==> src/rtl/core/pwc_pkg.sv <==
`default_nettype none

package pwc_pkg;

  // Vertex coordinates, two's complement
  typedef logic signed [15:0] coord_t;
  // Window bounds, unsigned
  typedef logic [15:0] bound_t;
  // Common signed range for comparing coordinates against bounds
  typedef logic signed [16:0] ext_t;
  // Difference between a bound and a coordinate
  typedef logic signed [17:0] diff_t;
  // One partial cross product and the full cross product
  typedef logic signed [34:0] prod_t;
  typedef logic signed [35:0] cross_t;
  // Winding number, wraps modulo 2^16
  typedef logic [15:0] wind_t;

  typedef struct packed {
    coord_t x;
    coord_t y;
  } point_t;

  // Inclusive window bounds
  typedef struct packed {
    bound_t x0;
    bound_t x1;
    bound_t y0;
    bound_t y1;
  } win_bounds_t;

  // Sideband that travels with each vertex down the pipeline
  typedef struct packed {
    logic valid;
    logic last;
    logic first;
    logic in_win;
    logic a_on;
    logic b_on;
  } ctl_t;

  // Outcome of one polygon edge against the window
  typedef struct packed {
    logic hit;
    logic inc;
    logic dec;
  } edge_res_t;

  typedef logic [1:0] relation_t;

  localparam relation_t REL_OUTSIDE  = 2'd0;
  localparam relation_t REL_ENCLOSES = 2'd1;
  localparam relation_t REL_OTHER    = 2'd2;

  function automatic ext_t ext_pt(coord_t v);
    return {v[15], v};
  endfunction

  function automatic ext_t ext_bd(bound_t v);
    return {1'b0, v};
  endfunction

endpackage

`default_nettype wire

==> src/rtl/core/pwc_accum.sv <==
`default_nettype none

module pwc_accum import pwc_pkg::*; (
  input  logic      clk,
  input  logic      rst,
  input  logic      en,
  input  ctl_t      s1_ctl,
  input  edge_res_t res_a,
  input  edge_res_t res_b,
  output logic      result_valid,
  output relation_t relation
);

  ctl_t  ctl_p;
  ctl_t  ctl_s;
  logic  edge_hit;
  logic  first_inside;
  wind_t winding_count;

  logic      edge_hit_next;
  logic      first_inside_next;
  wind_t     winding_count_next;
  wind_t     step_a;
  wind_t     step_b;
  relation_t relation_next;

  // Delay the sideband to line up with the edge results
  always_ff @(posedge clk) begin
    if (rst) begin
      ctl_p <= '0;
      ctl_s <= '0;
    end else if (en) begin
      ctl_p <= s1_ctl;
      ctl_s <= ctl_p;
    end
  end

  // Fold both edges of this vertex into the polygon state
  always_comb begin
    step_a = '0;
    step_b = '0;
    if (ctl_s.a_on && res_a.inc) begin
      step_a = wind_t'(1);
    end else if (ctl_s.a_on && res_a.dec) begin
      step_a = '1;
    end
    if (ctl_s.b_on && res_b.inc) begin
      step_b = wind_t'(1);
    end else if (ctl_s.b_on && res_b.dec) begin
      step_b = '1;
    end
    edge_hit_next      = (ctl_s.first ? 1'b0 : edge_hit) ||
                         (ctl_s.a_on && res_a.hit) || (ctl_s.b_on && res_b.hit);
    first_inside_next  = ctl_s.first ? ctl_s.in_win : first_inside;
    winding_count_next = (ctl_s.first ? wind_t'(0) : winding_count) + step_a + step_b;
    if (edge_hit_next || first_inside_next) begin
      relation_next = REL_OTHER;
    end else if (winding_count_next != '0) begin
      relation_next = REL_ENCLOSES;
    end else begin
      relation_next = REL_OUTSIDE;
    end
  end

  always_ff @(posedge clk) begin
    if (rst) begin
      edge_hit      <= 1'b0;
      first_inside  <= 1'b0;
      winding_count <= '0;
    end else if (en && ctl_s.valid) begin
      edge_hit      <= edge_hit_next;
      first_inside  <= first_inside_next;
      winding_count <= winding_count_next;
    end
  end

  // Output register: one result per closed polygon
  always_ff @(posedge clk) begin
    if (rst) begin
      result_valid <= 1'b0;
    end else if (en) begin
      result_valid <= ctl_s.valid && ctl_s.last;
    end
  end

  always_ff @(posedge clk) begin
    if (en) begin
      relation <= relation_next;
    end
  end

  a_result_from_last: assert property (@(posedge clk) disable iff (rst)
    $rose(result_valid) |-> $past(ctl_s.valid && ctl_s.last))
    else $error("result raised without a last vertex");

  a_first_has_no_open_edge: assert property (@(posedge clk) disable iff (rst)
    ctl_s.valid && ctl_s.first |-> !ctl_s.a_on)
    else $error("first vertex carries an edge from a previous vertex");

endmodule

`default_nettype wire

==> config.mk <==
export PLATFORM = sky130hd
export DESIGN_NAME = pwc_accum
export DESIGN_NICKNAME = d
export VERILOG_FILES = /design/src/rtl/core/pwc_pkg.sv /design/src/rtl/core/pwc_accum.sv
export SDC_FILE = /design/constraint.sdc
export NUM_CORES = 1
export LEC_CHECK = 0
export ABC_AREA = 1
export BUFFER_PORTS_ARGS = -buffer_cell sky130_fd_sc_hd__buf_4
export CORE_MARGIN = 3
export CORE_UTILIZATION = 35
export DETAILED_ROUTE_END_ITERATION = 10
export GPL_TIMING_DRIVEN = 0
export PLACE_DENSITY_LB_ADDON = 0.12
export SYNTH_ARGS = -nofsm -noshare
export SYNTH_HDL_FRONTEND = slang
export SYNTH_SLANG_ARGS = --single-unit
==> constraint.sdc <==
create_clock -name clk -period 6.7 [get_ports clk]
set_input_delay 0.67 -clock clk [delete_from_list [all_inputs] [get_ports clk]]
set_output_delay 0.67 -clock clk [all_outputs]
set_load 0.01 [all_outputs]
==> metrics list <==
- DRC violations left: 0
- The core region is 7290 µm².
- Synthesized instance count: 402
* FP Rows: 31
- Worst R2R Setup Slack: 3.42 ns
* Setup repair after global routing missed its margin: no
- Vias post-DR: 2419
* First-pass GRT wire length: 10700 µm
* Smallest setup slack after layout: 3.33 ns
- Data arrives at the worst endpoint at 3.42 ns.
- Setup violations remaining at the end of the flow were counted as 0.
* Average via count per standard cell: 4.57
- In this run the clock root is driven by a sky130_fd_sc_hd__clkbuf_8.
- Dividing total power by cell area gives a power density of 170 nW/µm².
* Average size of a mapped cell: 6.58 µm²
- The number of nets in the synthesized netlist is 448.
- The completed layout was analyzed and its total power is 519 µW.
- The first detailed-routing pass took 6 iterations.
- Area growth from synthesis to final layout: 15.7%
* Post-route ant nets: 0
- Number of buffers between clock root and the deepest sink: 2
- Launch instance of the worst min-delay path: winding_count[1]
- Counting the buffers created by CTS gives 5.
- Area after DPL: 2940 µm²
- Slowest stage delay, CP: 0.53 ns
- Clk_skew: 0.00682 ns
- Routability-driven placement finished with a final weighted congestion of 0.805.
- Worst r2r src: ctl_s[1]
- Clock-pin slew was measured on the worst setup and hold paths at 0.07 ns.
* CP max FO: 8
- The library cell used most frequently in the layout, excluding fill and tap cells, is sky130_fd_sc_hd__nand2_1.
- Pre-CTS worst setup slack: 2.98 ns
* Die outline area: 8630 µm²
- Global Route Usage Sum: 15.7%
- Worst slew margin relative to its limit: 60.5%
- Synth Register Bits: 33
- In this run the static leakage power is 0.00166 µW.
* Overall die width: 92.9 µm
- Cell Chain, Critical Path: buf_4 -> nor3_2 -> buf_6 -> inv_1 -> fa_1 -> inv_1 -> ha_1 -> a21oi_1 -> nand2_1 -> a21oi_1 -> nand2_1 -> nand2_1 -> nand2_1 -> nor2_1 -> nand2_1 -> nor2_1 -> nor2_1
* Clock tree from TritonCTS: built
- For the worst-skew pair, the clock arrives at the later sink with an insertion delay of 0.29 ns.
* Initial core utilization: 36.3%
- Logic depth of the worst register-to-register path: 17
- Post-layout min period: 3.37 ns
- Highest clock rate: 296 MHz
- Highest-count cells in the layout ignoring fill and taps: 99 x sky130_fd_sc_hd__nand2_1, 76 x sky130_fd_sc_hd__inv_1, 61 x sky130_fd_sc_hd__nor2_1, 31 x sky130_fd_sc_hd__dfxtp_1, 24 x sky130_fd_sc_hd__o21ai_0
- Fraction of layout cells with a size suffix above 1: 8.37%
* Wire per inst: 12.1 µm
- Kind of launch point of the worst setup path: input pin
* Number of global-route vias before repair: 2245
- Critical path capture point type: flip-flop
- Number of sinks on the clock net: 33
- Pins over their slew limit: 0
- Endpoint of the worst hold-timing path: winding_count[1]
- Once the clock tree was built, the resizer swapped 0 gates to a different size.
* Total standard cell area after synthesis: 2640 µm²
- The count of final hold-check violations is 0.
* Synth warn: 0
- After routing the design area is 3060 µm².
* Worst-margin pin slew: 0.592 ns
* Drt first-iter violations: 164
- The share of the Yosys chip area taken by registers is 25.7%.
- Class of the tightest hold or removal check: flip-flop to flip-flop
* Post-CTS setup buffers: 0
- GRT Residual Overflow: 0
* Net count, final: 475
* Maximum ir drop on the vdd rail: 72.0 µV
* Slowest library cell on the worst path: sky130_fd_sc_hd__fa_1
- The H-tree was split into 2 levels.
- HPWL after DPL: 5230 µm
- Across the run, the number of max-cap violations was 0.
* Cell type with the highest occurrence count on the critical path: sky130_fd_sc_hd__nand2_1
* Hold Crit Depth: 2
* Largest net degree at the start of global routing: 11
- The repair_antennas step left the layout with diodes totalling 0.
- Critical register-to-register path endpoint: relation[0]
- For the final routed database, the setup TNS stands at 0 ns.
- Pin placement for this block handled 18 I/O pins.
* Fraction of post-synthesis cell area in the top cell type by area: 23.5%
- Top cell type by total area after synthesis: sky130_fd_sc_hd__dfxtp_1
- The netlist uses 28 different library cells.
- Run status: finished clean
- Hold repair after CTS inserted 0 buffers.
- Sorting the synthesized cells by area gives the leading types as sky130_fd_sc_hd__dfxtp_1 23%, sky130_fd_sc_hd__nand2_1 14%, sky130_fd_sc_hd__fa_1 12%.
- In this run the tool buffered the top-level ports with 16 buffer cells.
* Routed wire length: 6410 µm
* Period utilization: 50.3%
* Kind of critical path: input pin to flip-flop
- The initial antenna violation count is 0.
* Chip height: 92.9 µm
- Required time of the worst setup path: 6.74 ns
## final cells by class
| type | instances | area (µm²) |
|---|---|---|
| Clock buffer | 7 | 86.3 |
| Sequential cell | 33 | 681 |
| Clock inverter | 1 | 30.0 |
| Multi-Input combinational cell | 282 | 1640 |
| Fill cell | 789 | 4230 |
| Timing Repair Buffer | 20 | 165 |
| Buffer | 10 | 47.5 |
| Tap cell | 99 | 124 |
| Inverter | 77 | 289 |
## worst max path at each step
stage	startpoint	end	slack (ns)	cells after the start
floorplan	res_a[1]	relation[0]	1.82	15
global placement	res_a[1]	relation[0]	0.49	16
detailed placement	res_a[1]	relation[0]	2.98	17
CTS	res_a[1]	relation[0]	3.28	17
global route	res_a[1]	relation[0]	3.05	19
finish	res_a[1]	relation[0]	3.33	17
## where the power goes
part | internal [µW] | switching [µW] | total [µW]
registers | 211 | 4.39 | 215
logic | 42.3 | 64.7 | 107
clock network | 121 | 75.6 | 197
## synthesized netlist by cell type
cell type / count
sky130_fd_sc_hd__or2_4: 1
sky130_fd_sc_hd__nor2_2: 1
sky130_fd_sc_hd__dfxtp_1: 31
sky130_fd_sc_hd__o211ai_1: 5
sky130_fd_sc_hd__nor2_1: 61
sky130_fd_sc_hd__inv_1: 76
sky130_fd_sc_hd__a21oi_1: 23
sky130_fd_sc_hd__nand4_1: 3
sky130_fd_sc_hd__edfxtp_1: 2
sky130_fd_sc_hd__nand3_2: 1
sky130_fd_sc_hd__buf_2: 2
sky130_fd_sc_hd__mux2i_1: 1
sky130_fd_sc_hd__a211oi_1: 1
sky130_fd_sc_hd__ha_1: 15
sky130_fd_sc_hd__nor3_1: 2
sky130_fd_sc_hd__nand3_1: 18
sky130_fd_sc_hd__o21ai_0: 24
sky130_fd_sc_hd__a22o_1: 1
sky130_fd_sc_hd__clkbuf_1: 7
sky130_fd_sc_hd__xnor2_1: 2
sky130_fd_sc_hd__fa_1: 16
sky130_fd_sc_hd__xor2_1: 1
sky130_fd_sc_hd__nand2_1: 99
sky130_fd_sc_hd__buf_6: 1
sky130_fd_sc_hd__and2_1: 2
sky130_fd_sc_hd__nand3b_1: 4
sky130_fd_sc_hd__clkinv_1: 1
sky130_fd_sc_hd__nand2_2: 1
## per-stage QoR
step | hold slack [ns] | cells | util, %
after global placement | 0.440 | 517 | 39.6
after CTS | 0.457 | 529 | 42.0
after floorplan | 0.430 | 402 | -
after global routing | 0.489 | 529 | 42.0
final | 0.454 | 529 | 42.0
after detailed placement | 0.447 | 521 | 40.4
## layer usage
layer / wire [µm] / track usage [%] / vias to the layer above
met5: 0 / 0 / -
met4: 15 / 4.03 / 0
met3: 162 / 2.19 / 4
met2: 3040 / 25.0 / 26
met1: 3190 / 22.3 / 1088
li1: - / - / 1301
## flip-flops by register name (all words and copies together) (netlist names)
register / cells
relation: 2
winding_count: 16
edge_hit: 1
first_inside: 1
ctl_s: 6
result_valid: 1
ctl_p: 6
## logic make-up (layout without fill, tap and decap cells)
group	after synthesis	after routing	synth area share, %
AOI/OAI and AO/OA	54	54	10.9
xor gates and xnor gates	3	3	0.994
adders and majority gates	31	31	19.2
buffers and inverters	87	115	12.7
DFF	33	33	25.7
muxes	1	1	0.379
and+or+nand+nor	193	193	30.0
## worst max-delay path, delay by kind of cell
family | cells | cell delay (ns)
AOI/OAI and AO/OA | 2 | 0.42
adders and majority gates | 2 | 0.89
buffers and inverters | 4 | 0.46
and+or+nand+nor | 9 | 0.96
Note: power is estimated with default switching activity, not from simulation.
