`src/rtl/core/pwc_pkg.sv`:
```
`default_nettype none

package pwc_pkg;

  // Vertex coordinates, two's complement
  typedef logic signed [15:0] coord_t;
  // Window bounds, unsigned
  typedef logic [15:0] bound_t;
  // Common signed range for comparing coordinates against bounds
  typedef logic signed [16:0] ext_t;
  // Difference between a bound and a coordinate
  typedef logic signed [17:0] diff_t;
  // One partial cross product and the full cross product
  typedef logic signed [34:0] prod_t;
  typedef logic signed [35:0] cross_t;
  // Winding number, wraps modulo 2^16
  typedef logic [15:0] wind_t;

  typedef struct packed {
    coord_t x;
    coord_t y;
  } point_t;

  // Inclusive window bounds
  typedef struct packed {
    bound_t x0;
    bound_t x1;
    bound_t y0;
    bound_t y1;
  } win_bounds_t;

  // Sideband that travels with each vertex down the pipeline
  typedef struct packed {
    logic valid;
    logic last;
    logic first;
    logic in_win;
    logic a_on;
    logic b_on;
  } ctl_t;

  // Outcome of one polygon edge against the window
  typedef struct packed {
    logic hit;
    logic inc;
    logic dec;
  } edge_res_t;

  typedef logic [1:0] relation_t;

  localparam relation_t REL_OUTSIDE  = 2'd0;
  localparam relation_t REL_ENCLOSES = 2'd1;
  localparam relation_t REL_OTHER    = 2'd2;

  function automatic ext_t ext_pt(coord_t v);
    return {v[15], v};
  endfunction

  function automatic ext_t ext_bd(bound_t v);
    return {1'b0, v};
  endfunction

endpackage

`default_nettype wire

```
`src/rtl/core/pwc_edge.sv`:
```
`default_nettype none

module pwc_edge import pwc_pkg::*; (
  input  logic        clk,
  input  logic        en,
  input  win_bounds_t win,
  input  point_t      pa,
  input  point_t      pb,
  output edge_res_t   res
);

  ext_t  ax, ay, bx, by;
  ext_t  cx [4];
  ext_t  cy [4];
  diff_t dxab, dyab;
  diff_t dcx [4];
  diff_t dcy [4];
  logic  wf [4];
  logic  wuse_y [4];
  ext_t  wc [4];

  // Product stage
  prod_t p1 [4];
  prod_t p2 [4];
  logic  cin [4];
  logic  a_on [4];
  logic  b_on [4];
  logic  wz_a [4];
  logic  wz_b [4];
  logic  wd [4];
  logic  a_le;
  logic  b_gt;

  logic  cin_c [4];
  logic  a_on_c [4];
  logic  b_on_c [4];
  logic  wz_a_c [4];
  logic  wz_b_c [4];
  logic  wd_c [4];

  cross_t cr [4];
  logic   neg [4];
  logic   zro [4];
  edge_res_t res_c;

  // Window corners: low/low, low/high, high/high, high/low
  always_comb begin
    ax = ext_pt(pa.x);
    ay = ext_pt(pa.y);
    bx = ext_pt(pb.x);
    by = ext_pt(pb.y);
    cx[0] = ext_bd(win.x0);
    cy[0] = ext_bd(win.y0);
    cx[1] = ext_bd(win.x0);
    cy[1] = ext_bd(win.y1);
    cx[2] = ext_bd(win.x1);
    cy[2] = ext_bd(win.y1);
    cx[3] = ext_bd(win.x1);
    cy[3] = ext_bd(win.y0);
    dxab  = diff_t'(bx) - diff_t'(ax);
    dyab  = diff_t'(by) - diff_t'(ay);
    for (int k = 0; k < 4; k++) begin
      dcx[k] = diff_t'(cx[k]) - diff_t'(ax);
      dcy[k] = diff_t'(cy[k]) - diff_t'(ay);
    end
  end

  // Window edge k runs from corner k to the next; a vertical edge tests x, else y
  always_comb begin
    wf[0] = (win.y0 != win.y1);
    wf[1] = (win.x0 != win.x1);
    wf[2] = (win.y0 != win.y1);
    wf[3] = (win.x0 != win.x1);
    wuse_y[0] = 1'b0;
    wuse_y[1] = 1'b1;
    wuse_y[2] = 1'b0;
    wuse_y[3] = 1'b1;
    wc[0] = ext_bd(win.x0);
    wc[1] = ext_bd(win.y1);
    wc[2] = ext_bd(win.x1);
    wc[3] = ext_bd(win.y0);
  end

  // Orientation of the endpoints against each window edge, and box tests
  always_comb begin
    logic [1:0] n;
    ext_t ra, rb;
    logic lt_a, lt_b, eq_a, eq_b;
    n    = '0;
    ra   = '0;
    rb   = '0;
    lt_a = 1'b0;
    lt_b = 1'b0;
    eq_a = 1'b0;
    eq_b = 1'b0;
    for (int k = 0; k < 4; k++) begin
      n  = 2'(k + 1);
      ra = wuse_y[k] ? ay : ax;
      rb = wuse_y[k] ? by : bx;
      lt_a = ra < wc[k];
      lt_b = rb < wc[k];
      eq_a = ra == wc[k];
      eq_b = rb == wc[k];
      wz_a_c[k] = !wf[k] || eq_a;
      wz_b_c[k] = !wf[k] || eq_b;
      wd_c[k]   = wf[k] && ((lt_a != lt_b) || (eq_a != eq_b));
      cin_c[k]  = ((cx[k] >= ax) || (cx[k] >= bx)) && ((cx[k] <= ax) || (cx[k] <= bx)) &&
                  ((cy[k] >= ay) || (cy[k] >= by)) && ((cy[k] <= ay) || (cy[k] <= by));
      a_on_c[k] = ((ax >= cx[k]) || (ax >= cx[n])) && ((ax <= cx[k]) || (ax <= cx[n])) &&
                  ((ay >= cy[k]) || (ay >= cy[n])) && ((ay <= cy[k]) || (ay <= cy[n]));
      b_on_c[k] = ((bx >= cx[k]) || (bx >= cx[n])) && ((bx <= cx[k]) || (bx <= cx[n])) &&
                  ((by >= cy[k]) || (by >= cy[n])) && ((by <= cy[k]) || (by <= cy[n]));
    end
  end

  // Product stage: partial cross products against each corner
  always_ff @(posedge clk) begin
    if (en) begin
      for (int k = 0; k < 4; k++) begin
        p1[k]   <= prod_t'(dxab) * prod_t'(dcy[k]);
        p2[k]   <= prod_t'(dcx[k]) * prod_t'(dyab);
        cin[k]  <= cin_c[k];
        a_on[k] <= a_on_c[k];
        b_on[k] <= b_on_c[k];
        wz_a[k] <= wz_a_c[k];
        wz_b[k] <= wz_b_c[k];
        wd[k]   <= wd_c[k];
      end
      a_le <= ay <= cy[0];
      b_gt <= by > cy[0];
    end
  end

  // Turn signs, segment meet tests and winding step
  always_comb begin
    logic [1:0] n;
    logic hit;
    n   = '0;
    hit = 1'b0;
    for (int k = 0; k < 4; k++) begin
      cr[k]  = cross_t'(p1[k]) - cross_t'(p2[k]);
      neg[k] = cr[k][35];
      zro[k] = (cr[k] == '0);
    end
    for (int k = 0; k < 4; k++) begin
      n = 2'(k + 1);
      if ((((neg[k] != neg[n]) || (zro[k] != zro[n])) && wd[k]) ||
          (zro[k] && cin[k]) || (zro[n] && cin[n]) ||
          (wz_a[k] && a_on[k]) || (wz_b[k] && b_on[k])) begin
        hit = 1'b1;
      end
    end
    res_c.hit = hit;
    res_c.inc = a_le && b_gt && !neg[0] && !zro[0];
    res_c.dec = !a_le && !b_gt && neg[0];
  end

  always_ff @(posedge clk) begin
    if (en) begin
      res <= res_c;
    end
  end

endmodule

`default_nettype wire

```
`config.mk`:
```
export PLATFORM = sky130hd
export DESIGN_NAME = pwc_edge
export DESIGN_NICKNAME = d
export VERILOG_FILES = /design/src/rtl/core/pwc_pkg.sv /design/src/rtl/core/pwc_edge.sv
export SDC_FILE = /design/constraint.sdc
export NUM_CORES = 2
export LEC_CHECK = 0
export BUFFER_PORTS_ARGS = -buffer_cell sky130_fd_sc_hd__buf_2
export CORE_UTILIZATION = 30
export DETAILED_ROUTE_END_ITERATION = 16
export SYNTH_ARGS = -nofsm -noshare
export SYNTH_HDL_FRONTEND = slang
export SYNTH_SLANG_ARGS = --single-unit
```
`constraint.sdc`:
```
create_clock -name clk -period 8.5 [get_ports clk]
set_clock_uncertainty 0.05 [all_clocks]
set_input_delay 0.425 -clock clk [delete_from_list [all_inputs] [get_ports clk]]
set_output_delay 0.425 -clock clk [all_outputs]
set_load 0.05 [all_outputs]
```
==> key figures <==
Clock tree
  – Deepest clock path buffer count: 2
  – Clock-pin slew of the registers on the worst-case setup and hold paths: around 0.090 ns
  – Root Buffer: clkbuf_16
  – CTS tree: yes
  – # clock sinks: 169
  – Num CTS Buffers: 17
  – Max H-tree Level: 4
  – Worst skew pair latency: 0.52 ns
  – Hold buffer count at CTS: 0

Floorplan
  – Die width: 472.8 um
  – Die Y: 472.8 um
  – Core box area: ~220000 um^2
  – Cell row count: 172
  – Initial Utilization: between 30% and 40%
  – # IOs: 133
  – Die area: 223500 um^2

Synthesis
  – Syn nets: ~9800
  – Asr flop ratio synth: 0%
  – Yosys warns: 0
  – Sequential share of the synthesized area: 7.633%
  – #FFs+latches synth: 169
  – Synth Instances: 7748
  – Synth Cell Area: 66490 um^2
  – Mean Syn Cell Area: 8.582 um^2
  – Yosys cell types: 101
  – Post-synth top flop: edfxtp_1
  – Post-synth EDFFs: 169

Timing
  – Fin. Hold Viols: 0
  – Fmax: 0.1186 GHz
  – RSZ-0062 raised after global routing: true
  – Tightest Pin Transition: between 1 and 1.5 ns
  – Hold Worst Slack: 0.2680 ns
  – Setup TNS Final: 0 ns
  – Pins Over Slew Limit: 0
  – Tmin final: about 8.4 ns
  – Fin crit share: ~99%
  – # setup viols final: 0
  – Normalized max-slew margin: between 10% and 20%

GRT
  – GRT Util Overall: 23.64%
  – Global-route wire length before repair: roughly 390 mm
  – Vias in the first global route: about 60000
  – Largest net degree at the start of global routing: 78
  – Initial antenna violation count: 20
  – Global route overflow: 0

Critical path
  – Crit path from: pb[16]
  – Required time of the critical path: 8.72 ns
  – Worst path max stage delay: 0.58 ns
  – Top cell by count, worst path: fa_1
  – Crit end category: register
  – Worst setup path end: p1[0][34]
  – CP Class: primary input to register
  – Worst path arrival time: 8.65 ns
  – Critical Path Fanout Max: 10
  – Crit Reg-Reg Endpoint: res[2]
  – Reg-to-reg startpoint: p1[2][1]
  – Critical Path Slowest Stage Cell: fa_1
  – Reg2reg path depth: 14
  – Startpoint types: primary input
  – R2r setup slk: 2.63 ns

Routing
  – Routed Antenna Nets: 0
  – Aggregate routed wire length: around 270 mm
  – Drt first pass iters: 8
  – Iter 0 DRT Violations: 4712
  – DRC viols: 0
  – Routed WL per cell: 22.69 um
  – Via count: 58820
  – Via density: 5.026

Final layout
  – Cell area after layout: 81420 um^2
  – Commonest non-fill, non-tap cells in the layout: 1498 x inv_1, 1232 x fa_1, 1010 x buf_4
  – Fillers: 22630
  – Layout cell share with drive strength beyond 1: roughly a fifth
  – Synthesis-to-finish area growth: 22.46%
  – Commonest non-fill, non-tap cell in the layout: inv_1
  – Nets@finish: between 10000 and 15000
  – Post-Route Utilization: 37.02%

Place
  – Area post-placement: 78300 um^2
  – Port-buffer cells: between 100 and 150
  – GPL Wtd Cong: around 1.0
  – DP Wirelength: about 230 mm

Worst hold path
  – Worst min path class: primary input to register
  – Hold Crit Start: en

Job
  – Total of max-cap violations: 0

Outcome
  – Outcome: complete, no violations
## flip-flops by register name (all words and copies together), names as in the netlist
name,count
a_le,1
a_on,4
b_gt,1
b_on,4
cin,4
p1,70
p2,70
res,3
wd,4
wz_a,4
wz_b,4
## how the worst min path moves through the flow
stage	to	slack, ns	cells past startpoint
3_5_place_dp	res[0]	0.53	1
5_1_grt	p2[2][14]	0.28	1
6_report	p2[2][14]	0.27	1
4_1_cts	p2[2][14]	0.24	1
2_1_floorplan	res[0]	0.49	1
3_3_place_gp	res[0]	0.52	1
## cell usage after synthesis, drive strengths merged (17+ instances only)
| cell | n | area (um^2) |
|---|---|---|
| a211o | 17 | 151.4 |
| nand2b | 127 | 797.0 |
| buf | 24 | 126.4 |
| nor3 | 106 | 530.5 |
| nand4 | 74 | 462.9 |
| nor2b | 76 | 475.5 |
| and2 | 22 | 137.6 |
| xor2 | 129 | 1130 |
| nand3 | 92 | 460.4 |
| nor4 | 45 | 287.8 |
| o21bai | 38 | 285.3 |
| nor2 | 834 | 3131 |
| a21o | 123 | 923.4 |
| clkbuf | 237 | 909.6 |
| or2 | 47 | 294.0 |
| or3 | 32 | 201.5 |
| mux2i | 27 | 270.3 |
| fa | 1254 | 25100 |
| a211oi | 39 | 302.8 |
| ha | 660 | 8258 |
| inv | 1536 | 5766 |
| a21boi | 35 | 266.5 |
| o31ai | 28 | 210.2 |
| a21oi | 312 | 1565 |
| o21a | 69 | 518.0 |
| and3 | 46 | 295.3 |
| edfxtp | 169 | 5075 |
| o211ai | 21 | 162.6 |
| a31oi | 30 | 187.7 |
| nand2 | 851 | 3194 |
| xnor2 | 216 | 1892 |
| o21ai | 193 | 969.7 |
## through the flow
step                      instances  setup slack [ns]
final                         11700           0.06681
after global routing          11700           -0.2157
after CTS                     11610          -0.01521
after detailed placement      11560            -1.374
after global placement        11560            -1.241
after floorplan                7748          -0.01648
## cells by family after synthesis
kind of cell               share of synthesized area (%)
AOI/OAI and AO/OA                                  10.42
xor gates and xnor gates                           4.545
adders and majority gates                          50.18
buffers and inverters                              10.25
DFF                                                7.633
muxes                                             0.5081
and+or+nand+nor                                    16.47
## final cells by class
| class | instances | area, um^2 | area share [%] |
|---|---|---|---|
| multi-input cells | 5780 | 56630 | 69.56 |
| clock buffers | 17 | 425.4 | 0.5225 |
| well taps | 2958 | 3701 | 4.545 |
| inverters | 1537 | 5779 | 7.098 |
| repair buffers | 1221 | 9607 | 11.80 |
| flip-flops and latches | 169 | 5075 | 6.233 |
| clock inverters | 15 | 188.9 | 0.2320 |
| diodes | 5 | 12.51 | 0.01537 |
## timing repair
item	CTS	global route
resized for setup	107	288
setup endpoints to repair	46	47
setup buffers	28	87
pin swaps	73	248
## per-layer routing
layer	track usage, %	vias up	routed length [um]
met2	36.87	2292	117300
met1	31.21	29560	111600
met5	0	-	107
met3	4.738	438	21700
li1	-	26510	-
met4	11.30	16	14790
## worst max-delay path: cells and delay by family
family / cells / cell delay (ns)
AO/OA/AOI/OAI: 15 / 2.53
XOR/XNOR: 2 / 0.30
AND/OR/NAND/NOR: 4 / 0.46
buffers and inverters: 10 / 1.04
adder cells (fa/ha/maj): 9 / 3.86
Power is not shown: default switching activity piles up to over one toggle a cycle in this logic, so the estimate is an artifact.
