--- src/rtl/core/pwc_pkg.sv ---
`default_nettype none

package pwc_pkg;

  // Vertex coordinates, two's complement
  typedef logic signed [15:0] coord_t;
  // Window bounds, unsigned
  typedef logic [15:0] bound_t;
  // Common signed range for comparing coordinates against bounds
  typedef logic signed [16:0] ext_t;
  // Difference between a bound and a coordinate
  typedef logic signed [17:0] diff_t;
  // One partial cross product and the full cross product
  typedef logic signed [34:0] prod_t;
  typedef logic signed [35:0] cross_t;
  // Winding number, wraps modulo 2^16
  typedef logic [15:0] wind_t;

  typedef struct packed {
    coord_t x;
    coord_t y;
  } point_t;

  // Inclusive window bounds
  typedef struct packed {
    bound_t x0;
    bound_t x1;
    bound_t y0;
    bound_t y1;
  } win_bounds_t;

  // Sideband that travels with each vertex down the pipeline
  typedef struct packed {
    logic valid;
    logic last;
    logic first;
    logic in_win;
    logic a_on;
    logic b_on;
  } ctl_t;

  // Outcome of one polygon edge against the window
  typedef struct packed {
    logic hit;
    logic inc;
    logic dec;
  } edge_res_t;

  typedef logic [1:0] relation_t;

  localparam relation_t REL_OUTSIDE  = 2'd0;
  localparam relation_t REL_ENCLOSES = 2'd1;
  localparam relation_t REL_OTHER    = 2'd2;

  function automatic ext_t ext_pt(coord_t v);
    return {v[15], v};
  endfunction

  function automatic ext_t ext_bd(bound_t v);
    return {1'b0, v};
  endfunction

endpackage

`default_nettype wire

--- src/rtl/core/pwc_front.sv ---
`default_nettype none

module pwc_front import pwc_pkg::*; (
  input  logic        clk,
  input  logic        rst,
  input  logic        en,
  input  logic        vertex_valid,
  output logic        vertex_ready,
  input  point_t      vtx,
  input  logic        last_vertex,
  input  win_bounds_t raw_win,
  output ctl_t        s1_ctl,
  output win_bounds_t s1_win,
  output point_t      s1_a0,
  output point_t      s1_a1,
  output point_t      s1_b0,
  output point_t      s1_b1
);

  logic        skid_valid;
  point_t      skid_pt;
  logic        skid_last;
  win_bounds_t skid_win;

  logic        src_valid;
  point_t      src_pt;
  logic        src_last;
  win_bounds_t src_win;
  logic        take;

  logic        mid_polygon;
  point_t      first_pt;
  point_t      prev_pt;
  win_bounds_t win;

  win_bounds_t cur_win;
  point_t      cur_first;
  logic        in_win;
  ext_t        px;
  ext_t        py;

  // Skid stage: holds one transfer while the pipeline is stalled
  assign vertex_ready = !skid_valid;
  assign src_valid    = skid_valid || vertex_valid;
  assign src_pt       = skid_valid ? skid_pt   : vtx;
  assign src_last     = skid_valid ? skid_last : last_vertex;
  assign src_win      = skid_valid ? skid_win  : raw_win;
  assign take         = en && src_valid;

  always_ff @(posedge clk) begin
    if (rst) begin
      skid_valid <= 1'b0;
    end else if (en) begin
      skid_valid <= 1'b0;
    end else if (vertex_valid && !skid_valid) begin
      skid_valid <= 1'b1;
    end
  end

  always_ff @(posedge clk) begin
    if (!en && vertex_valid && !skid_valid) begin
      skid_pt   <= vtx;
      skid_last <= last_vertex;
      skid_win  <= raw_win;
    end
  end

  // Window and first vertex as seen by this vertex
  assign cur_win   = mid_polygon ? win : src_win;
  assign cur_first = mid_polygon ? first_pt : src_pt;

  // First vertex inside the inclusive window
  assign px     = ext_pt(src_pt.x);
  assign py     = ext_pt(src_pt.y);
  assign in_win = (px >= ext_bd(src_win.x0)) && (px <= ext_bd(src_win.x1)) &&
                  (py >= ext_bd(src_win.y0)) && (py <= ext_bd(src_win.y1));

  // Polygon tracking: latch window and first vertex, advance previous vertex
  always_ff @(posedge clk) begin
    if (rst) begin
      mid_polygon <= 1'b0;
    end else if (take) begin
      mid_polygon <= !src_last;
    end
  end

  always_ff @(posedge clk) begin
    if (take) begin
      prev_pt <= src_pt;
      if (!mid_polygon) begin
        win      <= src_win;
        first_pt <= src_pt;
      end
    end
  end

  // Stage register: the edge from the previous vertex and the closing edge this vertex brings in
  always_ff @(posedge clk) begin
    if (rst) begin
      s1_ctl <= '0;
    end else if (en) begin
      s1_ctl.valid  <= src_valid;
      s1_ctl.last   <= src_last;
      s1_ctl.first  <= !mid_polygon;
      s1_ctl.in_win <= in_win;
      s1_ctl.a_on   <= mid_polygon;
      s1_ctl.b_on   <= src_last;
    end
  end

  always_ff @(posedge clk) begin
    if (en) begin
      s1_win <= cur_win;
      s1_a0  <= prev_pt;
      s1_a1  <= src_pt;
      s1_b0  <= src_pt;
      s1_b1  <= cur_first;
    end
  end

  a_mid_falls_on_last: assert property (@(posedge clk) disable iff (rst)
    $fell(mid_polygon) |-> $past(take && src_last))
    else $error("polygon closed without a last vertex");

  a_skid_fills_on_stall: assert property (@(posedge clk) disable iff (rst)
    skid_valid && !$past(skid_valid) |-> $past(!en))
    else $error("skid stage filled while the pipeline advanced");

endmodule

`default_nettype wire

--- config.mk ---
export PLATFORM = sky130hd
export DESIGN_NAME = pwc_front
export DESIGN_NICKNAME = d
export VERILOG_FILES = /design/src/rtl/core/pwc_pkg.sv /design/src/rtl/core/pwc_front.sv
export SDC_FILE = /design/constraint.sdc
export NUM_CORES = 1
export LEC_CHECK = 0
export ABC_AREA = 0
export BUFFER_PORTS_ARGS = -buffer_cell sky130_fd_sc_hd__buf_4
export CORE_ASPECT_RATIO = 1.5
export CORE_MARGIN = 2
export CORE_UTILIZATION = 50
export CTS_CLUSTER_DIAMETER = 150
export CTS_CLUSTER_SIZE = 12
export DETAILED_ROUTE_END_ITERATION = 8
export GPL_ROUTABILITY_DRIVEN = 0
export MAX_ROUTING_LAYER = met4
export PLACE_DENSITY = 0.72
export RECOVER_POWER = 25
export SYNTH_ARGS = -nofsm -noshare
export SYNTH_HDL_FRONTEND = slang
export SYNTH_SLANG_ARGS = --single-unit
--- constraint.sdc ---
create_clock -name clk -period 14.2 [get_ports clk]
set_input_delay 2.84 -clock clk [delete_from_list [all_inputs] [get_ports clk]]
set_output_delay 2.84 -clock clk [all_outputs]
set_load 0.02 [all_outputs]
==> results of run 1 <==
==> where the power goes <==
group          switching, mW  total, mW  internal, mW
logic                  0.184      0.297         0.113
registers             0.0269       1.39          1.36
clock network          0.392      0.931         0.539
==> metrics by stage <==
step           hold WS (ns)  area [um^2]
2_1_floorplan         0.400        15600
3_3_place_gp          0.401        18100
3_5_place_dp          0.405        18100
4_1_cts               0.415        19200
5_1_grt               0.419        19000
6_report              0.416        19000
==> layout make-up <==
type                       instances  share of cell area (%)
antenna                            3                  0.0395
sequential                       392                    61.6
inverter                           9                   0.231
multi-input combinational        445                    18.6
clock buffer                      55                    5.68
timing repair buffer             306                    11.0
clock inverter                     1                   0.158
tap                              405                    2.67
==> state kept, by name, indices dropped and copies added (netlist names) <==
| name | count |
|---|---|
| mid_polygon | 1 |
| skid_win | 64 |
| skid_last | 1 |
| s1_ctl | 5 |
| prev_pt | 32 |
| s1_a0 | 32 |
| s1_b0 | 32 |
| skid_pt | 32 |
| s1_b1 | 32 |
| skid_valid | 1 |
| first_pt | 32 |
| s1_win | 64 |
| win | 64 |
==> cell usage in the layout (no fill, tap or decap), types with 6 or more instances in the layout <==
cell type / count
nand4_1: 9
mux2_1: 35
dfxtp_1: 6
mux2i_1: 65
o21ai_0: 7
ha_1: 68
a21oi_1: 78
edfxtp_1: 385
a211oi_1: 9
nor2_1: 77
clkbuf_4: 43
clkbuf_16: 41
inv_1: 7
nand3_1: 9
clkbuf_1: 69
buf_4: 208
nand2_1: 15
mux2_2: 36
==> routing by layer <==
layer	global-route usage, %	up-vias	share of wire, %
met5	-	-	0
li1	-	4069	-
met4	7.65	0	2.9
met3	2.93	58	4.4
met1	25.4	4292	38
met2	37.4	278	55
==> worst reg2reg max path, stage by stage, from the launching register on <==
cell     delay, ns
dfxtp_4       0.86
buf_4         0.85
o21ai_1       0.38
inv_6         0.83
buf_4         0.66
==> cell families (layout without fill, tap and decap cells) <==
family                     count (synthesis)  after routing  synth area share [%]
AOI/OAI and AO/OA                        113            113                  4.12
adders and majority gates                 68             68                  5.44
buffers and inverters                     71            371                  2.59
DFF                                      392            392                  74.9
muxes                                    136            136                  9.28
other                                      0              3                     0
and+or+nand+nor                          128            128                  3.68
==> worst max path at each step <==
stage                     from           end  slack [ns]  cells after the start
final                       en   prev_pt[15]        7.91                      4
after global routing        en   prev_pt[11]        7.60                      4
after CTS                   en   skid_pt[13]        9.21                      4
after detailed placement    en   skid_pt[12]        8.66                      4
after global placement      en  skid_win[10]        8.77                      4
after floorplan             en     skid_last        3.45                      2
==> metrics.yaml, run 1 <==
outcome:
  status: "complete, but fails checks"
  violations: "capacitance limit, slew limit"
yosys:
  ys.flop_type: "edfxtp_1"
  ys_types: 41
  syn_inst: 908
  synth_common_cells: "385 x edfxtp_1, 78 x a21oi_1, 77 x nor2_1"
  synth.area.top_cells: "edfxtp_1 74%, ha_1 5.4%, mux2i_1 4.2%"
  synth_top_area_share_pct: 74.0
  ys_warn_count: 0
  ys_seq_elements: 392
  synth_edf_count: 385
  ys_seq_area_share_pct: 74.9
  syn_avg_cell_area_um2: 17.2
  syn-num-nets: 1077
  synth_most_common_cell: "edfxtp_1"
  async_flop_share_pct: 0
  synth_area_leader_cell: "edfxtp_1"
  synth_area_um2: 15600
critical_path:
  crit_type: "in2reg"
  cp-end-kind: "flip-flop"
  r2r_setup_slack_ns: 10.22
  max_stage_delay_ns: 1.43
  path_delay_family: "buffers and inverters"
  r2r-start: "skid_valid"
  crit_required_ns: 14.35
  slowest_stage: "clkbuf_1"
  crit_arrival_ns: 6.43
  critPathBufInv: 3
  reg2reg_to: "prev_pt[15]"
  cp-start-kind: "primary input"
  reg2reg_depth: 4
  crit_chain: "clkbuf_1 > o21ai_1 > inv_6 > buf_4"
  crit_fanout: 84
timing:
  worst_pin_slew_ns: 2.10
  setup_violations: 0
  period_needed_ns: 6.29
  rsz0062_at_grt: "false"
  min_period_over_period_pct: 44.3
  finalSetupTns_ns: 0
  hold_viol: 0
  drv_slew: 34
  fmax_ghz: 0.159
  clock_skew_ns: 0.0265
  setup_slack_ns: 7.91
  relSlewSlack_pct: -39.8
detailed_routing:
  ant_nets: 0
  first_pass_iters: 5
  drt_iter0_markers: 428
  wire_per_inst_um: 21.3
  finalWirelength_um: 34400
  vias: 8697
  drc: 0
  via_per_inst: 5.38
clock_tree:
  worstSkewPairLatency_ns: 0.54
  cts_root_buf: "clkbuf_16"
  cts_max_level: 2
  cts_resized: 0
  cts_num_sinks: 392
  cts_buffers: 38
  ctsHoldBuffers: 0
  postCtsSetupBuffers: 0
  path_clk_slew_ns: 0.06
  cts_tree: "yes"
  cts_buffer_depth: 3
grt:
  antenna_found_initial: 3
  grt_use_total_pct: 21.4
  grt_pass1_wl_um: 51000
  grt_pass1_vias: 8723
  overflow: 0
  grt_max_degree: 91
floorplan:
  pin_count: 300
  fp.dieW_um: 148
  start_util_pct: 50.5
  coreArea_um2: 30900
  dieArea_um2: 32700
  die_y_um: 221
  num_rows: 79
final_layout:
  drive_gt1_share_pct: 27.9
  layout.cells.non_filler: 1616
  seqCellArea_um2: 11700
  area_delta_synth_final_pct: 21.5
  n_fill_cell: 2340
  multi_input_area_um2: 3530
  post-route-util_pct: 61.4
  nets: 1361
power:
  ir_drop_v: 0.0000967
  pwr_density_cell_nw_per_um2: 138
  leakagePower_nw: 6.96
  power_mw: 2.62
place:
  dpl.cell_count: 1557
  place_ws_ns: 8.66
  port_buffers: 299
  dp_hpwl_um: 23700
job:
  cap_viol_max_count: 1
worst_hold_path:
  hold_depth: 0
  hold_path_end: "s1_a0[22]"
  hp-class: "reg2reg"
  hold_start: "prev_pt[22]"
Note: power is estimated with default switching activity, not from simulation.
==> run 2: changes to the inputs <==
Settings changed: PLACE_DENSITY 0.72 to 0.75.
Clock period 14.2 ns to 5.5 ns, I/O delays scaled along.
==> metrics.yaml, run 2 (synthesis results as in run 1) <==
outcome:
  status: "finished clean"  # was complete, but fails checks
place:
  place_ws_ns: 1.87  # was 8.66 ns
  port_buffers: 299  # unchanged
  dp_hpwl_um: 23700  # about the same
grt:
  grt_pass1_wl_um: 50900  # was 51000 um
  grt_max_degree: 125  # was 91
  grt_pass1_vias: 8736  # was 8723
  antenna_found_initial: 3  # unchanged
  grt_use_total_pct: 21.4  # about the same
  overflow: 0  # unchanged
timing:
  rsz0062_at_grt: "false"  # unchanged
  worst_pin_slew_ns: 0.933  # was 2.10 ns
  drv_slew: 0  # was 34
  clock_skew_ns: 0.0194  # was 0.0265 ns
  setup_slack_ns: 1.90  # was 7.91 ns
  hold_viol: 0  # unchanged
  relSlewSlack_pct: 37.7  # was -39.8%
  fmax_ghz: 0.278
  period_needed_ns: 3.60
  setup_violations: 0  # unchanged
  finalSetupTns_ns: 0  # unchanged
  min_period_over_period_pct: 65.4
critical_path:
  crit_type: "reg2reg"  # was in2reg
  crit_arrival_ns: 4.04  # was 6.43 ns
  crit_required_ns: 5.95  # was 14.35 ns
  cp-start-kind: "flip-flop"  # was primary input
  crit_fanout: 50  # was 84
  cp-end-kind: "flip-flop"  # unchanged
job:
  cap_viol_max_count: 0  # was 1
clock_tree:
  cts_resized: 0  # unchanged
  ctsHoldBuffers: 0  # unchanged
  cts_max_level: 2  # unchanged
  cts_tree: "yes"  # unchanged
  cts_buffer_depth: 3  # unchanged
  cts_num_sinks: 392  # unchanged
  path_clk_slew_ns: 0.06  # about the same
  cts_root_buf: "clkbuf_16"  # unchanged
  postCtsSetupBuffers: 0  # unchanged
  worstSkewPairLatency_ns: 0.53  # was 0.54 ns
  cts_buffers: 38  # unchanged
power:
  leakagePower_nw: 6.96  # about the same
  pwr_density_cell_nw_per_um2: 355  # was 138 nW/um^2
  p_seq_share_pct: 53.1  # about the same
  power.switching_mw: 1.58  # was 0.603 mW
  clockPowerShare_pct: 35.4  # was 35.6%
  internal_power_mw: 5.17  # was 2.02 mW
  ir_drop_v: 0.000273  # was 0.0000967 V
  combPwrFrac_pct: 11.4  # was 11.3%
  p_sw_share_pct: 23.4  # was 23.0%
floorplan:
  pin_count: 300  # unchanged
  num_rows: 79  # unchanged
  fp.dieW_um: 148  # unchanged
  coreArea_um2: 30900  # unchanged
  die_y_um: 221  # unchanged
  start_util_pct: 50.5  # unchanged
  dieArea_um2: 32700  # unchanged
final_layout:
  area_delta_synth_final_pct: 21.7  # was 21.5%
  reg_top3: "s1_win: 64 flops, skid_win: 64 flops, win: 64 flops"  # unchanged
  layout_commonest_cell: "edfxtp_1"  # unchanged
  nets: 1361  # unchanged
  final_cell_mix: "385 x edfxtp_1, 205 x buf_4, 78 x a21oi_1"  # was 385 x edfxtp_1, 208 x buf_4, 78 x a21oi_1
  n_fill_cell: 2334  # was 2340
  drive_gt1_share_pct: 27.8  # was 27.9%
worst_hold_path:
  hp-class: "reg2reg"  # unchanged
detailed_routing:
  vias: 8685  # was 8697
  ant_nets: 0  # unchanged
  via_per_inst: 5.35  # was 5.38
  wire_per_inst_um: 21.6  # was 21.3 um
  drt_iter0_markers: 440  # was 428
  first_pass_iters: 5  # unchanged
  finalWirelength_um: 35100  # was 34400 um
  drc: 0  # unchanged
run 2: cell count changes in the layout (fill, tap and decap cells not counted), moves of 2 or more:
cell,previous run,this run
buf_4,208,205
clkbuf_1,69,76
buf_12,0,3
clkbuf_16,41,39
run 2: area by class of cell:
| cell class | count | area [um^2] | area share (%) |
|---|---|---|---|
| sequential | 392 | 11700 | 61.5 |
| multi-input combinational | 445 | 3530 | 18.6 |
| timing repair buffer | 306 | 2130 | 11.2 |
| clock buffer | 60 | 1050 | 5.55 |
| tap | 405 | 507 | 2.66 |
| inverter | 9 | 43.8 | 0.230 |
| clock inverter | 2 | 38.8 | 0.204 |
| antenna | 3 | 7.51 | 0.0395 |
run 2: path summary, 6_finish.rpt:
path,cells after the start,to,slack [ns],startpoint
worst min register to register,0,s1_a0[22],0.42,prev_pt[22]
worst min-delay path,0,s1_a0[22],0.42,prev_pt[22]
worst max-delay path,9,s1_ctl[2],1.90,skid_valid
worst max register to register,9,s1_ctl[2],1.90,skid_valid
run 2: power groups by stage:
stage               Combinational, mW  Sequential [mW]  Clock, mW
floorplan                       0.340             3.74          0
global placement                0.784             3.65          0
detailed placement              0.798             3.65          0
CTS                             0.802             3.59       2.44
global route                    0.838             3.60       2.55
finish                          0.773             3.59       2.39
run 2: stage by stage:
step	instances	total power [mW]	util [%]	cell area, um^2	hold slack (ns)
detailed placement	1557	4.45	58.6	18100	0.405
global route	1622	6.99	61.5	19000	0.423
CTS	1619	6.83	62.1	19200	0.413
finish	1622	6.75	61.5	19000	0.417
floorplan	908	4.08	-	15600	0.400
global placement	1557	4.43	58.6	18100	0.401
run 2: routing by layer:
layer,global-route usage [%],vias up,share of wire [%]
met5,-,-,0
met4,9.08,0,4.0
met3,3.36,78,4.7
met2,37.6,276,54
met1,24.5,4267,37
li1,-,4064,-
run 2: worst max-delay path: stages (launching register included):
cell and delay [ns]:
dfxtp_4 0.94, buf_4 0.44, mux2_1 0.45, ha_1 0.36
a21oi_1 0.15, nand2_1 0.07, a211oi_1 0.25, o21ai_0 0.19
a311o_1 0.41, a221oi_2 0.23
==> run 3: changes to the inputs <==
Settings changed: PLACE_DENSITY 0.75 to 0.72.
Clock period 5.5 ns to 3.4 ns, I/O delays scaled along.
==> metrics.yaml, run 3 (synthesis results as in run 1) <==
critical_path:
  cp-end-kind: "flip-flop"  # unchanged
  cp-start-kind: "flip-flop"  # unchanged
  crit_fanout: 15  # was 50
  crit_type: "reg2reg"  # unchanged
  crit_chain: "clkbuf_1 > mux2_2 > inv_1 > ha_1 > nand4b_1 > nor4_2 > o211ai_1 > o31ai_1 > o21ai_1 > a221oi_2"  # was buf_4 > mux2_1 > ha_1 > a21oi_1 > nand2_1 > a211oi_1 > o21ai_0 > a311o_1 > a221oi_2
  crit_arrival_ns: 3.59  # was 4.04 ns
  reg2reg_depth: 10  # was 9
  worstSetupPathDepth: 10  # was 9
  path_delay_family: "compound AO/OA/AOI/OAI gates"  # unchanged
  max_stage_delay_ns: 0.59  # was 0.94 ns
  crit_required_ns: 3.83  # was 5.95 ns
  slowest_stage: "dfxtp_4"  # unchanged
  critPathBufInv: 2  # was 1
grt:
  antenna_found_initial: 1  # was 3
  grt_pass1_wl_um: 51100  # was 50900 um
  grt_max_degree: 70  # was 125
  overflow: 0  # unchanged
  grt_use_total_pct: 21.4  # about the same
  grt_pass1_vias: 8887  # was 8736
final_layout:
  area_delta_synth_final_pct: 22.2  # was 21.7%
  postLayoutCellArea_um2: 19100  # was 19000 um^2
  reg_top3: "s1_win: 64 flops, skid_win: 64 flops, win: 64 flops"  # unchanged
  final_cell_mix: "385 x edfxtp_1, 216 x buf_4, 80 x clkbuf_1"  # was 385 x edfxtp_1, 205 x buf_4, 78 x a21oi_1
  drive_gt1_share_pct: 27.8  # about the same
  layout_commonest_cell: "edfxtp_1"  # unchanged
  n_fill_cell: 2334  # unchanged
  nets: 1375  # was 1361
detailed_routing:
  first_pass_iters: 5  # unchanged
  routed.top_layer: "met4"  # unchanged
  wl_met1_um: 13400  # was 13100 um
  vias: 8791  # was 8685
  wl_met2_um: 18700  # was 18900 um
  drt_iter0_markers: 486  # was 440
  drc: 0  # unchanged
  via_per_inst: 5.40  # was 5.35
  wire_per_inst_um: 21.4  # was 21.6 um
  wl_met3_um: 1590  # was 1640 um
  ant_nets: 0  # unchanged
  finalWirelength_um: 34900  # was 35100 um
floorplan:
  die_y_um: 221  # unchanged
  fp.dieW_um: 148  # unchanged
  coreArea_um2: 30900  # unchanged
  pin_count: 300  # unchanged
  dieArea_um2: 32700  # unchanged
  start_util_pct: 50.5  # unchanged
  num_rows: 79  # unchanged
timing:
  worst_pin_slew_ns: 1.78  # was 0.933 ns
  setup_slack_ns: 0.238  # was 1.90 ns
  relSlewSlack_pct: -18.9  # was 37.7%
  fmax_ghz: 0.316  # was 0.278 GHz
  setup_violations: 0  # unchanged
  drv_slew: 70  # was 0
  clock_skew_ns: 0.0107  # was 0.0194 ns
  rsz0062_at_grt: "false"  # unchanged
  hold_ws_ns: 0.361  # was 0.417 ns
  period_needed_ns: 3.16  # was 3.60 ns
  min_period_over_period_pct: 93.0  # was 65.4%
  hold_viol: 0  # unchanged
clock_tree:
  cts_max_level: 2  # unchanged
  ctsHoldBuffers: 0  # unchanged
  cts_root_buf: "clkbuf_16"  # unchanged
  path_clk_slew_ns: 0.06  # about the same
  cts_tree: "yes"  # unchanged
  cts_buffers: 38  # unchanged
  worstSkewPairLatency_ns: 0.53  # about the same
  cts_buffer_depth: 3  # unchanged
  cts_num_sinks: 392  # unchanged
place:
  place_ws_ns: -0.0963  # was 1.87 ns
  port_buffers: 299  # unchanged
  placed_cell_area_um2: 18200  # was 18100 um^2
  dp_hpwl_um: 24300  # was 23700 um
power:
  internal_power_mw: 8.43  # was 5.17 mW
  pwr_density_cell_nw_per_um2: 574  # was 355 nW/um^2
  clockPowerShare_pct: 35.5  # was 35.4%
  p_seq_share_pct: 52.9  # was 53.1%
  power.switching_mw: 2.53  # was 1.58 mW
  combPwrFrac_pct: 11.5  # was 11.4%
  p_sw_share_pct: 23.1  # was 23.4%
  ir_drop_v: 0.000538  # was 0.000273 V
  leakagePower_nw: 7.00  # was 6.96 nW
outcome:
  status: "complete, but fails checks"  # was finished clean
  violations: "capacitance limit, slew limit"
worst_hold_path:
  hold_depth: 1  # was 0
  hp-class: "in2reg"  # was reg2reg
job:
  cap_viol_max_count: 1  # was 0
==> run 3: cell types whose count changed in the layout (fill, tap and decap cells not counted) <==
cell / change
buf_4: +11
clkbuf_4: -11
nor4_2: +1
clkbuf_16: +2
inv_6: -2
clkinvlp_4: +1
buf_16: +1
clkbuf_2: +1
nor4_1: -1
diode_2: -2
buf_1: +1
buf_6: -1
clkbuf_1: +4
==> run 3: cell type report <==
class                      instances  area, um^2  area share (%)
sequential                       392       11700            61.3
multi-input combinational        445        3540            18.5
timing repair buffer             320        2200            11.5
antenna                            1        2.50          0.0131
clock buffer                      54        1070            5.63
inverter                           9        42.5           0.223
clock inverter                     1        30.0           0.157
tap                              405         507            2.65
==> run 3: power groups by stage <==
stage | Clock, mW | Sequential (mW) | Combinational, mW
global placement | 0 | 5.89 | 1.28
detailed placement | 0 | 5.90 | 1.30
floorplan | 0 | 6.05 | 0.552
CTS | 3.97 | 5.80 | 1.31
finish | 3.89 | 5.80 | 1.27
global route | 4.12 | 5.82 | 1.38
==> run 3: metrics by stage <==
step                      cells  setup TNS [ns]  power, mW  util, %
after floorplan             908          -29.73       6.61        -
after global placement     1570               0       7.17     58.9
after detailed placement   1570         -0.0963       7.20     58.9
after CTS                  1625               0       11.1     62.5
after global routing       1627               0       11.3     61.7
final                      1627               0       11.0     61.7
==> run 3: final timing paths <==
check              startpoint           end  slack (ns)
hold reg to reg    prev_pt[6]      s1_a0[6]        0.42
setup reg to reg   skid_valid     s1_ctl[2]        0.24
hold / removal    raw_win[44]  skid_win[44]        0.36
setup / recovery   skid_valid     s1_ctl[2]        0.24
==> run 3: metal layers <==
metal  track usage [%]  up-vias
met5                 -        -
li1                  -     4074
met4              7.49        0
met2              37.5      281
met1              25.2     4372
met3              3.36       64
==> run 3: timing repair <==
| action | in CTS | in global routing |
|---|---|---|
| pin swaps | 0 | 0 |
| resized for setup | 1 | 0 |
| buffers inserted | 0 | 1 |
| setup endpoints to repair | 1 | 1 |
